File: src/sv/hts_pkg.sv
// Shared constants, character codes, helper functions and control structs
// for the HTML text stripper. No dependencies.
package hts_pkg;

    localparam int          TAG_HOLD_DEF = 32;
    localparam logic [15:0] CAP_RESET    = 16'd4096;

    localparam logic [1:0] MODE_TEXT   = 2'd0;
    localparam logic [1:0] MODE_TAG    = 2'd1;
    localparam logic [1:0] MODE_ENTITY = 2'd2;

    localparam logic [7:0] CH_LT    = 8'h3C;
    localparam logic [7:0] CH_GT    = 8'h3E;
    localparam logic [7:0] CH_CR    = 8'd13;
    localparam logic [7:0] CH_LF    = 8'd10;
    localparam logic [7:0] CH_AMP   = 8'h26;
    localparam logic [7:0] CH_SPACE = 8'h20;
    localparam logic [7:0] CH_TAB   = 8'h09;
    localparam logic [7:0] CH_N     = 8'h6E;
    localparam logic [7:0] CH_B     = 8'h62;
    localparam logic [7:0] CH_S     = 8'h73;
    localparam logic [7:0] CH_P     = 8'h70;
    localparam logic [7:0] CH_SEMI  = 8'h3B;
    localparam logic [7:0] CH_LA    = 8'h61;
    localparam logic [7:0] CH_LZ    = 8'h7A;

    // characters of "&nbsp;" by position
    function automatic logic [7:0] entity_char(input logic [2:0] idx);
        logic [7:0] c;
        case (idx)
            3'd0:    c = CH_AMP;
            3'd1:    c = CH_N;
            3'd2:    c = CH_B;
            3'd3:    c = CH_S;
            3'd4:    c = CH_P;
            3'd5:    c = CH_SEMI;
            default: c = 8'h00;
        endcase
        return c;
    endfunction

    function automatic logic is_letter(input logic [7:0] c);
        logic [7:0] l;
        l = c | 8'h20;
        return (l >= CH_LA) && (l <= CH_LZ);
    endfunction

    typedef struct packed {
        logic accept;
        logic emit;
    } t_cmd;

    typedef struct packed {
        logic plan_busy;
        logic emit_last;
        logic out_free;
    } t_sts;

endpackage

File: src/sv/hts_in_if.sv
// Input channel of the HTML text stripper: one raw byte per item.
// Depends on nothing.
interface hts_in_if;
    logic       valid;
    logic       ready;
    logic [7:0] in_byte;
    logic       chunk_end;

    modport source (output valid, output in_byte, output chunk_end, input ready);
    modport sink   (input valid, input in_byte, input chunk_end, output ready);
endinterface

File: src/sv/hts_out_if.sv
// Output channel of the HTML text stripper: one result per item.
// Depends on nothing.
interface hts_out_if;
    logic        valid;
    logic        ready;
    logic [7:0]  out_byte;
    logic        out_valid;
    logic        buffer_full;
    logic [15:0] chunk_copied;
    logic        last;

    modport source (output valid, output out_byte, output out_valid, output buffer_full,
                    output chunk_copied, output last, input ready);
    modport sink   (input valid, input out_byte, input out_valid, input buffer_full,
                    input chunk_copied, input last, output ready);
endinterface

File: src/sv/hts_ctrl.sv
// Controller of the HTML text stripper: idle/run sequencing of results.
// Depends on hts_pkg.
module hts_ctrl (
    input  logic          i_clk,
    input  logic          i_rst_n,
    input  logic          i_in_valid,
    output logic          o_in_ready,
    input  hts_pkg::t_sts i_sts,
    output hts_pkg::t_cmd o_cmd
);

    localparam logic ST_IDLE = 1'b0;
    localparam logic ST_RUN  = 1'b1;

    logic r_state;
    logic n_state;

    always_comb begin
        o_cmd.emit   = (r_state == ST_RUN) && i_sts.out_free;
        o_in_ready   = (r_state == ST_IDLE) || (o_cmd.emit && i_sts.emit_last);
        o_cmd.accept = i_in_valid && o_in_ready;
        n_state      = r_state;
        unique case (r_state)
            ST_IDLE: begin
                if (o_cmd.accept && i_sts.plan_busy) begin
                    n_state = ST_RUN;
                end
            end
            ST_RUN: begin
                if (o_cmd.emit && i_sts.emit_last) begin
                    n_state = (o_cmd.accept && i_sts.plan_busy) ? ST_RUN : ST_IDLE;
                end
            end
            default: n_state = ST_IDLE;
        endcase
    end

    always_ff @(posedge i_clk) begin
        if (!i_rst_n) begin
            r_state <= ST_IDLE;
        end else begin
            r_state <= n_state;
        end
    end

endmodule

File: src/sv/hts_dpath.sv
// Datapath of the HTML text stripper: filter state, tag hold memory,
// per-item result plan, fill counters and output register. Depends on hts_pkg.
module hts_dpath #(
    parameter int TAG_HOLD = hts_pkg::TAG_HOLD_DEF
) (
    input  logic          i_clk,
    input  logic          i_rst_n,
    input  logic          i_cfg_we,
    input  logic [15:0]   i_cfg_wdata,
    input  logic [7:0]    i_in_byte,
    input  logic          i_chunk_end,
    input  hts_pkg::t_cmd i_cmd,
    output hts_pkg::t_sts o_sts,
    input  logic          i_out_ready,
    output logic          o_out_valid,
    output logic [7:0]    o_out_byte,
    output logic          o_out_kept,
    output logic          o_buffer_full,
    output logic [15:0]   o_chunk_copied,
    output logic          o_last
);

    localparam int HC_W  = $clog2(TAG_HOLD + 1);
    localparam int AW    = $clog2(TAG_HOLD);
    localparam int CNT_W = $clog2(TAG_HOLD + 3);

    logic [7:0]        mem [TAG_HOLD];
    logic [7:0]        r_rd_data;

    logic [1:0]        r_mode;
    logic [HC_W-1:0]   r_hc;
    logic [7:0]        r_prev;
    logic [15:0]       r_cap;
    logic [15:0]       r_fill;
    logic [15:0]       r_ck;

    logic [7:0]        r_b;
    logic              r_end;
    logic [CNT_W-1:0]  r_ca;
    logic              r_srca_tag;
    logic              r_text;
    logic              r_srcb_tag;
    logic [CNT_W-1:0]  r_offb;
    logic [CNT_W-1:0]  r_total;
    logic              r_empty;
    logic [CNT_W-1:0]  r_pos;
    logic [CNT_W-1:0]  n_pos;

    logic              r_ov;
    logic [7:0]        r_obyte;
    logic              r_okept;
    logic              r_ofull;
    logic [15:0]       r_ocopied;
    logic              r_olast;

    logic [1:0]        mode_mid;
    logic [HC_W-1:0]   hc_mid;
    logic [1:0]        n_mode;
    logic [HC_W-1:0]   n_hc;
    logic              text_run;
    logic              txt_keep;
    logic              we;
    logic [CNT_W-1:0]  ca;
    logic              srca_tag;
    logic [CNT_W-1:0]  cb;
    logic              srcb_tag;
    logic [CNT_W-1:0]  offb;
    logic [CNT_W-1:0]  sum;
    logic              empty;
    logic [CNT_W-1:0]  total;

    logic [AW-1:0]     waddr;
    logic [AW-1:0]     raddr;
    logic              we_acc;

    logic [CNT_W-1:0]  idxb;
    logic [7:0]        bsel;
    logic              emit_last;
    logic              keep_ok;
    logic [15:0]       ck_new;

    // plan of the results that the offered item causes
    always_comb begin
        mode_mid = r_mode;
        hc_mid   = r_hc;
        text_run = 1'b0;
        txt_keep = 1'b0;
        we       = 1'b0;
        ca       = '0;
        srca_tag = 1'b0;
        cb       = '0;
        srcb_tag = 1'b0;
        case (r_mode)
            hts_pkg::MODE_TAG: begin
                if (i_in_byte == hts_pkg::CH_GT) begin
                    mode_mid = hts_pkg::MODE_TEXT;
                    hc_mid   = '0;
                end else if (i_in_byte[7] || (r_hc >= HC_W'(TAG_HOLD))) begin
                    ca       = CNT_W'(r_hc);
                    srca_tag = 1'b1;
                    text_run = 1'b1;
                end else begin
                    we     = 1'b1;
                    hc_mid = r_hc + HC_W'(1);
                end
            end
            hts_pkg::MODE_ENTITY: begin
                if ((r_hc == '0) || (r_hc > HC_W'(5))) begin
                    ca       = CNT_W'(r_hc);
                    text_run = 1'b1;
                end else if (i_in_byte == hts_pkg::entity_char(r_hc[2:0])) begin
                    if (r_hc == HC_W'(5)) begin
                        mode_mid = hts_pkg::MODE_TEXT;
                        hc_mid   = '0;
                    end else begin
                        hc_mid = r_hc + HC_W'(1);
                    end
                end else begin
                    ca       = CNT_W'(r_hc);
                    text_run = 1'b1;
                end
            end
            default: text_run = 1'b1;
        endcase

        if (text_run) begin
            mode_mid = hts_pkg::MODE_TEXT;
            hc_mid   = '0;
            if (i_in_byte == hts_pkg::CH_LT) begin
                mode_mid = hts_pkg::MODE_TAG;
            end else if (i_in_byte == hts_pkg::CH_AMP) begin
                mode_mid = hts_pkg::MODE_ENTITY;
                hc_mid   = HC_W'(1);
            end else if ((i_in_byte == hts_pkg::CH_CR) || (i_in_byte == hts_pkg::CH_LF)) begin
                txt_keep = 1'b0;
            end else if ((i_in_byte == hts_pkg::CH_SPACE) || (i_in_byte == hts_pkg::CH_TAB)) begin
                txt_keep = hts_pkg::is_letter(r_prev);
            end else begin
                txt_keep = 1'b1;
            end
        end

        n_mode = mode_mid;
        n_hc   = hc_mid;
        if (i_chunk_end) begin
            if (mode_mid == hts_pkg::MODE_TAG) begin
                cb       = CNT_W'(hc_mid);
                srcb_tag = 1'b1;
            end else if (mode_mid == hts_pkg::MODE_ENTITY) begin
                cb = CNT_W'(hc_mid);
            end
            n_mode = hts_pkg::MODE_TEXT;
            n_hc   = '0;
        end

        offb  = ca + CNT_W'(txt_keep);
        sum   = offb + cb;
        empty = i_chunk_end && (sum == '0);
        total = empty ? CNT_W'(1) : sum;
    end

    // result selection for the current position
    always_comb begin
        idxb = r_pos - r_offb;
        if (r_pos < r_ca) begin
            bsel = r_srca_tag ? r_rd_data : hts_pkg::entity_char(r_pos[2:0]);
        end else if (r_text && (r_pos == r_ca)) begin
            bsel = r_b;
        end else begin
            bsel = r_srcb_tag ? r_rd_data : hts_pkg::entity_char(idxb[2:0]);
        end
        emit_last = (r_pos == (r_total - CNT_W'(1)));
        keep_ok   = !r_empty && (r_fill < r_cap);
        ck_new    = r_ck + 16'(keep_ok);
    end

    always_comb begin
        if (i_cmd.accept) begin
            n_pos = '0;
        end else if (i_cmd.emit) begin
            n_pos = r_pos + CNT_W'(1);
        end else begin
            n_pos = r_pos;
        end
        waddr  = r_hc[AW-1:0];
        raddr  = n_pos[AW-1:0];
        we_acc = i_cmd.accept && we;
    end

    assign o_sts.plan_busy = (total != '0);
    assign o_sts.emit_last = emit_last;
    assign o_sts.out_free  = !r_ov || i_out_ready;

    always_ff @(posedge i_clk) begin
        if (we_acc) begin
            mem[waddr] <= i_in_byte;
        end
    end

    always_ff @(posedge i_clk) begin
        if (we_acc && (waddr == raddr)) begin
            r_rd_data <= i_in_byte;
        end else begin
            r_rd_data <= mem[raddr];
        end
    end

    always_ff @(posedge i_clk) begin
        if (!i_rst_n) begin
            r_mode <= hts_pkg::MODE_TEXT;
            r_hc   <= '0;
            r_prev <= '0;
            r_cap  <= hts_pkg::CAP_RESET;
            r_fill <= '0;
            r_ck   <= '0;
            r_pos  <= '0;
            r_ov   <= 1'b0;
        end else begin
            r_pos <= n_pos;
            if (i_cfg_we) begin
                r_cap <= i_cfg_wdata;
            end
            if (i_cmd.accept) begin
                r_mode <= n_mode;
                r_hc   <= n_hc;
                r_prev <= i_in_byte;
            end
            if (i_cmd.emit) begin
                r_ov   <= 1'b1;
                r_fill <= r_fill + 16'(keep_ok);
                r_ck   <= (emit_last && r_end) ? 16'd0 : ck_new;
            end else if (i_out_ready) begin
                r_ov <= 1'b0;
            end
        end
    end

    always_ff @(posedge i_clk) begin
        if (i_cmd.accept) begin
            r_b        <= i_in_byte;
            r_end      <= i_chunk_end;
            r_ca       <= ca;
            r_srca_tag <= srca_tag;
            r_text     <= txt_keep;
            r_srcb_tag <= srcb_tag;
            r_offb     <= offb;
            r_total    <= total;
            r_empty    <= empty;
        end
        if (i_cmd.emit) begin
            r_obyte   <= keep_ok ? bsel : 8'h00;
            r_okept   <= keep_ok;
            r_ofull   <= !r_empty && !keep_ok;
            r_ocopied <= (emit_last && r_end) ? ck_new : 16'd0;
            r_olast   <= emit_last;
        end
    end

    assign o_out_valid    = r_ov;
    assign o_out_byte     = r_obyte;
    assign o_out_kept     = r_okept;
    assign o_buffer_full  = r_ofull;
    assign o_chunk_copied = r_ocopied;
    assign o_last         = r_olast;

endmodule

File: src/sv/html_text_stripper.sv
// An item that causes results is registered into the result plan when accepted; its results
// go out through the output register. Throughput: one item per cycle when it causes at most
// one result and the output does not stall; with N results it holds the input, one result per
// cycle while the output accepts. The next item is accepted in the cycle its predecessor's last
// result is loaded. Reset: synchronous, active low; text mode, counters cleared, capacity 4096.
// The tag hold memory is not cleared.
module html_text_stripper #(
    parameter int TAG_HOLD = hts_pkg::TAG_HOLD_DEF
) (
    input  logic        i_clk,
    input  logic        i_rst_n,
    input  logic        i_cfg_we,
    input  logic [15:0] i_cfg_wdata,
    hts_in_if.sink      i_in,
    hts_out_if.source   o_out
);

    hts_pkg::t_cmd cmd;
    hts_pkg::t_sts sts;
    logic          in_ready;

    hts_ctrl u_ctrl (
        .i_clk      (i_clk),
        .i_rst_n    (i_rst_n),
        .i_in_valid (i_in.valid),
        .o_in_ready (in_ready),
        .i_sts      (sts),
        .o_cmd      (cmd)
    );

    hts_dpath #(
        .TAG_HOLD (TAG_HOLD)
    ) u_dpath (
        .i_clk          (i_clk),
        .i_rst_n        (i_rst_n),
        .i_cfg_we       (i_cfg_we),
        .i_cfg_wdata    (i_cfg_wdata),
        .i_in_byte      (i_in.in_byte),
        .i_chunk_end    (i_in.chunk_end),
        .i_cmd          (cmd),
        .o_sts          (sts),
        .i_out_ready    (o_out.ready),
        .o_out_valid    (o_out.valid),
        .o_out_byte     (o_out.out_byte),
        .o_out_kept     (o_out.out_valid),
        .o_buffer_full  (o_out.buffer_full),
        .o_chunk_copied (o_out.chunk_copied),
        .o_last         (o_out.last)
    );

    assign i_in.ready = in_ready;

endmodule

File: src/flat_wrapper.sv
// flat-port wrapper written by rule: the top's interface ports become plain ports
module html_text_stripper_flat 
#(
    parameter int TAG_HOLD = hts_pkg::TAG_HOLD_DEF
)
  (i_clk, i_rst_n, i_cfg_we, i_cfg_wdata, i_in_valid, i_in_in_byte, i_in_chunk_end, i_in_ready, o_out_valid, o_out_out_byte, o_out_out_valid, o_out_buffer_full, o_out_chunk_copied, o_out_last, o_out_ready);
  hts_in_if i_in_i ();
  hts_out_if o_out_i ();
  input  logic i_clk;
  input  logic i_rst_n;
  input  logic i_cfg_we;
  input  logic [15:0] i_cfg_wdata;
  input wire logic [$bits(i_in_i.valid)-1:0] i_in_valid;
  input wire logic [$bits(i_in_i.in_byte)-1:0] i_in_in_byte;
  input wire logic [$bits(i_in_i.chunk_end)-1:0] i_in_chunk_end;
  output wire logic [$bits(i_in_i.ready)-1:0] i_in_ready;
  output wire logic [$bits(o_out_i.valid)-1:0] o_out_valid;
  output wire logic [$bits(o_out_i.out_byte)-1:0] o_out_out_byte;
  output wire logic [$bits(o_out_i.out_valid)-1:0] o_out_out_valid;
  output wire logic [$bits(o_out_i.buffer_full)-1:0] o_out_buffer_full;
  output wire logic [$bits(o_out_i.chunk_copied)-1:0] o_out_chunk_copied;
  output wire logic [$bits(o_out_i.last)-1:0] o_out_last;
  input wire logic [$bits(o_out_i.ready)-1:0] o_out_ready;
  assign i_in_i.valid = i_in_valid;
  assign i_in_i.in_byte = i_in_in_byte;
  assign i_in_i.chunk_end = i_in_chunk_end;
  assign i_in_ready = i_in_i.ready;
  assign o_out_valid = o_out_i.valid;
  assign o_out_out_byte = o_out_i.out_byte;
  assign o_out_out_valid = o_out_i.out_valid;
  assign o_out_buffer_full = o_out_i.buffer_full;
  assign o_out_chunk_copied = o_out_i.chunk_copied;
  assign o_out_last = o_out_i.last;
  assign o_out_i.ready = o_out_ready;
  html_text_stripper #(.TAG_HOLD(TAG_HOLD)) u_core (.i_clk(i_clk), .i_rst_n(i_rst_n), .i_cfg_we(i_cfg_we), .i_cfg_wdata(i_cfg_wdata), .i_in(i_in_i), .o_out(o_out_i));
endmodule
File: config.mk
export PLATFORM = sky130hd
export DESIGN_NAME = html_text_stripper_flat
export DESIGN_NICKNAME = d
export VERILOG_FILES = /design/src/sv/hts_pkg.sv /design/src/sv/hts_in_if.sv /design/src/sv/hts_out_if.sv /design/src/sv/hts_ctrl.sv /design/src/sv/hts_dpath.sv /design/src/sv/html_text_stripper.sv /design/src/flat_wrapper.sv
export SDC_FILE = /design/constraint.sdc
export NUM_CORES = 1
export LEC_CHECK = 0
export BUFFER_PORTS_ARGS = -buffer_cell sky130_fd_sc_hd__buf_2
export CAP_MARGIN = 20
export CORE_AREA = 2 2 226 228
export CTS_CLUSTER_SIZE = 14
export DETAILED_ROUTE_END_ITERATION = 16
export DIE_AREA = 0 0 228 230
export PLACE_DENSITY = 0.46
export SLEW_MARGIN = 20
export SYNTH_ARGS = -nofsm -noshare
export SYNTH_HDL_FRONTEND = slang
export SYNTH_SLANG_ARGS = --single-unit
File: constraint.sdc
create_clock -name i_clk -period 6.1 [get_ports i_clk]
set_clock_uncertainty 0.1 [all_clocks]
set_input_delay 0.305 -clock i_clk [delete_from_list [all_inputs] [get_ports i_clk]]
set_output_delay 0.305 -clock i_clk [all_outputs]
set_load 0.01 [all_outputs]
==> results.py <==
metrics = {
    "drt": {
        "totalWireLength_mm": 43.0,
        "drt-initial-drc-count": 745,
        "drc": 0,
        "dr_total_vias": 10700,
        "wire_per_inst_um": 20.6,
        "firstDrtPassIters": 5,
        "vias_per_cell": 5.15,
        "ant_nets": 0,
    },
    "setup_path": {
        "cp.required_ns": 6.42,
        "crit_chain": "ha_1 > ha_1 > nor2_1 > a21o_1 > a2111oi_2 > a41o_2 > and2_4 > nor2_1 > ha_1 > ha_1 > inv_1 > fa_1 > inv_1 > or3_1 > or4_1 > o21ai_0 > a21oi_1",
        "start_kind": "flop",
        "end_kind": "flop",
        "worst-path-buf-inv": 2,
        "worstPathArrival_ns": 5.31,
        "crit_family": "adder cells",
        "slowest_stage": "fa_1",
        "crit_type": "flop to flop",
        "cp_slowest_stage_delay_ns": 0.53,
        "cp_common_cell": "ha_1",
        "path_max_fanout": 9,
    },
    "timing": {
        "fin_hold_ws_ns": 0.0415,
        "setup_viol": 0,
        "worst_slew_pin_slew_ns": 1.06,
        "period_share": 0.818,
        "rsz0062_at_grt": "no",
        "fin_tns_setup_ns": 0,
        "finalCriticalPeriod_ns": 4.99,
        "clock.fmax_ghz": 0.200,
        "slew_violations": 0,
        "relSlewSlack": 0.290,
        "hold_violations": 0,
    },
    "die": {
        "start_util": 0.347,
        "die_width_um": 228,
        "die-height_um": 230,
        "rows": 82,
        "core-area_um2": 49900,
        "die_area_um2": 52400,
        "ios": 59,
    },
    "synthesis": {
        "synth_warnings": 0,
        "syn_area_per_cell_um2": 13.3,
        "ys_seq_area_frac": 0.629,
        "synth_cell_types": 73,
        "post-synth-top-area-fraction": 0.540,
        "netlist_area_um2": 17300,
        "synth_edf_count": 311,
        "ys.flop_type": "edfxtp_1",
        "syn_inst": 1304,
        "synth_top_area_cell": "edfxtp_1",
        "syn_nets": 1385,
        "async_reset_ff_frac": 0,
        "synth.ff_latch_count": 387,
        "synth_area_leaders": "edfxtp_1 (54%), dfxtp_1 (8.8%), mux4_2 (5.3%)",
    },
    "clock_tree": {
        "numCtsBuffers": 44,
        "h-tree-depth": 2,
        "cts_resized": 0,
        "ctsRootBufferMaster": "clkbuf_16",
        "hold_buffers": 18,
        "clk-insertion-delay-late_ns": 0.57,
        "cts_tree": "yes",
        "clkTransAtPathRegs_ns": 0.06,
        "cts_sinks": 387,
        "cts_buffer_depth": 3,
        "cts_setup_buffers": 0,
    },
    "global_routing": {
        "antenna_found_initial": 0,
        "grt_pass1_wl_mm": 66.7,
        "grt_pass1_vias": 10900,
        "grt.overflow.total": 0,
        "grt_max_degree": 53,
        "grt.total_usage": 0.166,
    },
    "place": {
        "portBuffers": 58,
        "dp.cells": 1992,
        "dp_hpwl_mm": 28.7,
        "gp_congestion": 0.832,
    },
    "finish": {
        "areaGrowthSynthToFinish_pct": 14.6,
        "fin_nets": 1465,
        "antennaDiodeCount": 0,
        "drive_gt1_frac": 0.143,
        "fillCellCount": 4713,
        "layout_common_cells": "edfxtp_1 (311), nor2_1 (138), dfxtp_1 (74)",
        "layout.cells.non_filler": 2087,
        "layout_commonest_cell": "edfxtp_1",
    },
    "pwr": {
        "max-vdd-ir-drop_uv": 166,
        "leakage_nw": 6.60,
        "p_per_area_nw_per_um2": 290,
    },
    "flow_run": {
        "maxCapViolCount": 0,
    },
    "outcome": {
        "status": "complete, no violations",
    },
    "worst_hold_path": {
        "hp-class": "input port to flop",
    },
}
-- sequential cells by signal (all words and copies together), names as in the netlist, 2 cells and up, named ones only --
name                           flops
u_core.u_dpath.r_offb              3
u_core.u_dpath.r_hc                6
u_core.u_dpath.r_pos               6
u_core.u_dpath.r_fill             16
u_core.u_dpath.o_out_byte          8
u_core.u_dpath.r_b                 8
u_core.u_dpath.r_ca                6
u_core.u_dpath.o_chunk_copied     16
u_core.u_dpath.r_mode              2
u_core.u_dpath.r_ck               16
u_core.u_dpath.r_cap              16
u_core.u_dpath.mem               256
u_core.u_dpath.r_total             6
u_core.u_dpath.r_prev              7
-- synth_stat cells (27+ instances only) --
| library cell | instances |
|---|---|
| a21oi_1 | 60 |
| a22oi_1 | 30 |
| clkbuf_1 | 34 |
| dfxtp_1 | 76 |
| edfxtp_1 | 311 |
| ha_1 | 49 |
| inv_1 | 55 |
| mux2i_1 | 72 |
| mux4_2 | 41 |
| nand2_1 | 73 |
| nand3_1 | 45 |
| nor2_1 | 138 |
| o21ai_0 | 27 |
| xor2_1 | 27 |
-- cell families (layout without fill, tap and decap cells) --
| logic type | after synthesis | count (layout) | share of synthesized area |
|---|---|---|---|
| AOI/OAI and AO/OA | 188 | 188 | 0.0714 |
| DFF | 387 | 387 | 0.629 |
| buffers and inverters | 120 | 231 | 0.0281 |
| muxes | 114 | 114 | 0.0958 |
| xor gates and xnor gates | 53 | 53 | 0.0269 |
| and+or+nand+nor | 391 | 391 | 0.112 |
| adders and majority gates | 51 | 51 | 0.0378 |
-- metal layers --
| layer | routed length (um) | track usage | up-vias |
|---|---|---|---|
| met5 | 0 | 0 | - |
| met4 | 973 | 0.0425 | 0 |
| met3 | 1910 | 0.0335 | 68 |
| met2 | 19900 | 0.263 | 199 |
| met1 | 20200 | 0.234 | 5404 |
| li1 | - | - | 5068 |
-- final timing paths --
path                          startpoint                      to  slack, ns  cells after the start
setup / recovery  u_core.u_dpath.r_hc[1]   u_core.u_ctrl.r_state       1.11                     17
hold / removal           i_in_in_byte[2]   u_core.u_dpath.r_b[2]       0.04                      1
setup reg to reg  u_core.u_dpath.r_hc[1]   u_core.u_ctrl.r_state       1.11                     17
hold reg to reg   u_core.u_dpath.r_ck[0]  u_core.u_dpath.r_ck[0]       0.36                      2
-- layout make-up --
class                      instances  area, um^2  share of cell area
inverter                          59         221              0.0112
clock buffer                      62        1210              0.0611
clock inverter                    15         101             0.00512
tap                              672         841              0.0425
timing repair buffer              95         626              0.0316
multi-input combinational        797        5940               0.300
sequential                       387       10900               0.549
-- power by group --
part           leakage (nW)  total, mW  switching [mW]  internal, mW
Clock                 0.645       2.47            1.05          1.42
Combinational          2.52      0.354           0.215         0.139
Sequential             3.44       2.92          0.0301          2.89
-- through the flow --
stage / power (mW) / setup WS (ns) / utilization / cell area [um^2]
4_1_cts: 5.83 / 1.14 / 0.397 / 19800
5_1_grt: 5.96 / 0.702 / 0.397 / 19800
2_1_floorplan: 3.18 / 1.49 / - / 17300
3_3_place_gp: 3.33 / 1.21 / 0.367 / 18300
3_5_place_dp: 3.33 / 1.16 / 0.367 / 18300
6_report: 5.74 / 1.11 / 0.397 / 19800
Power figures use the tool's default switching activity.
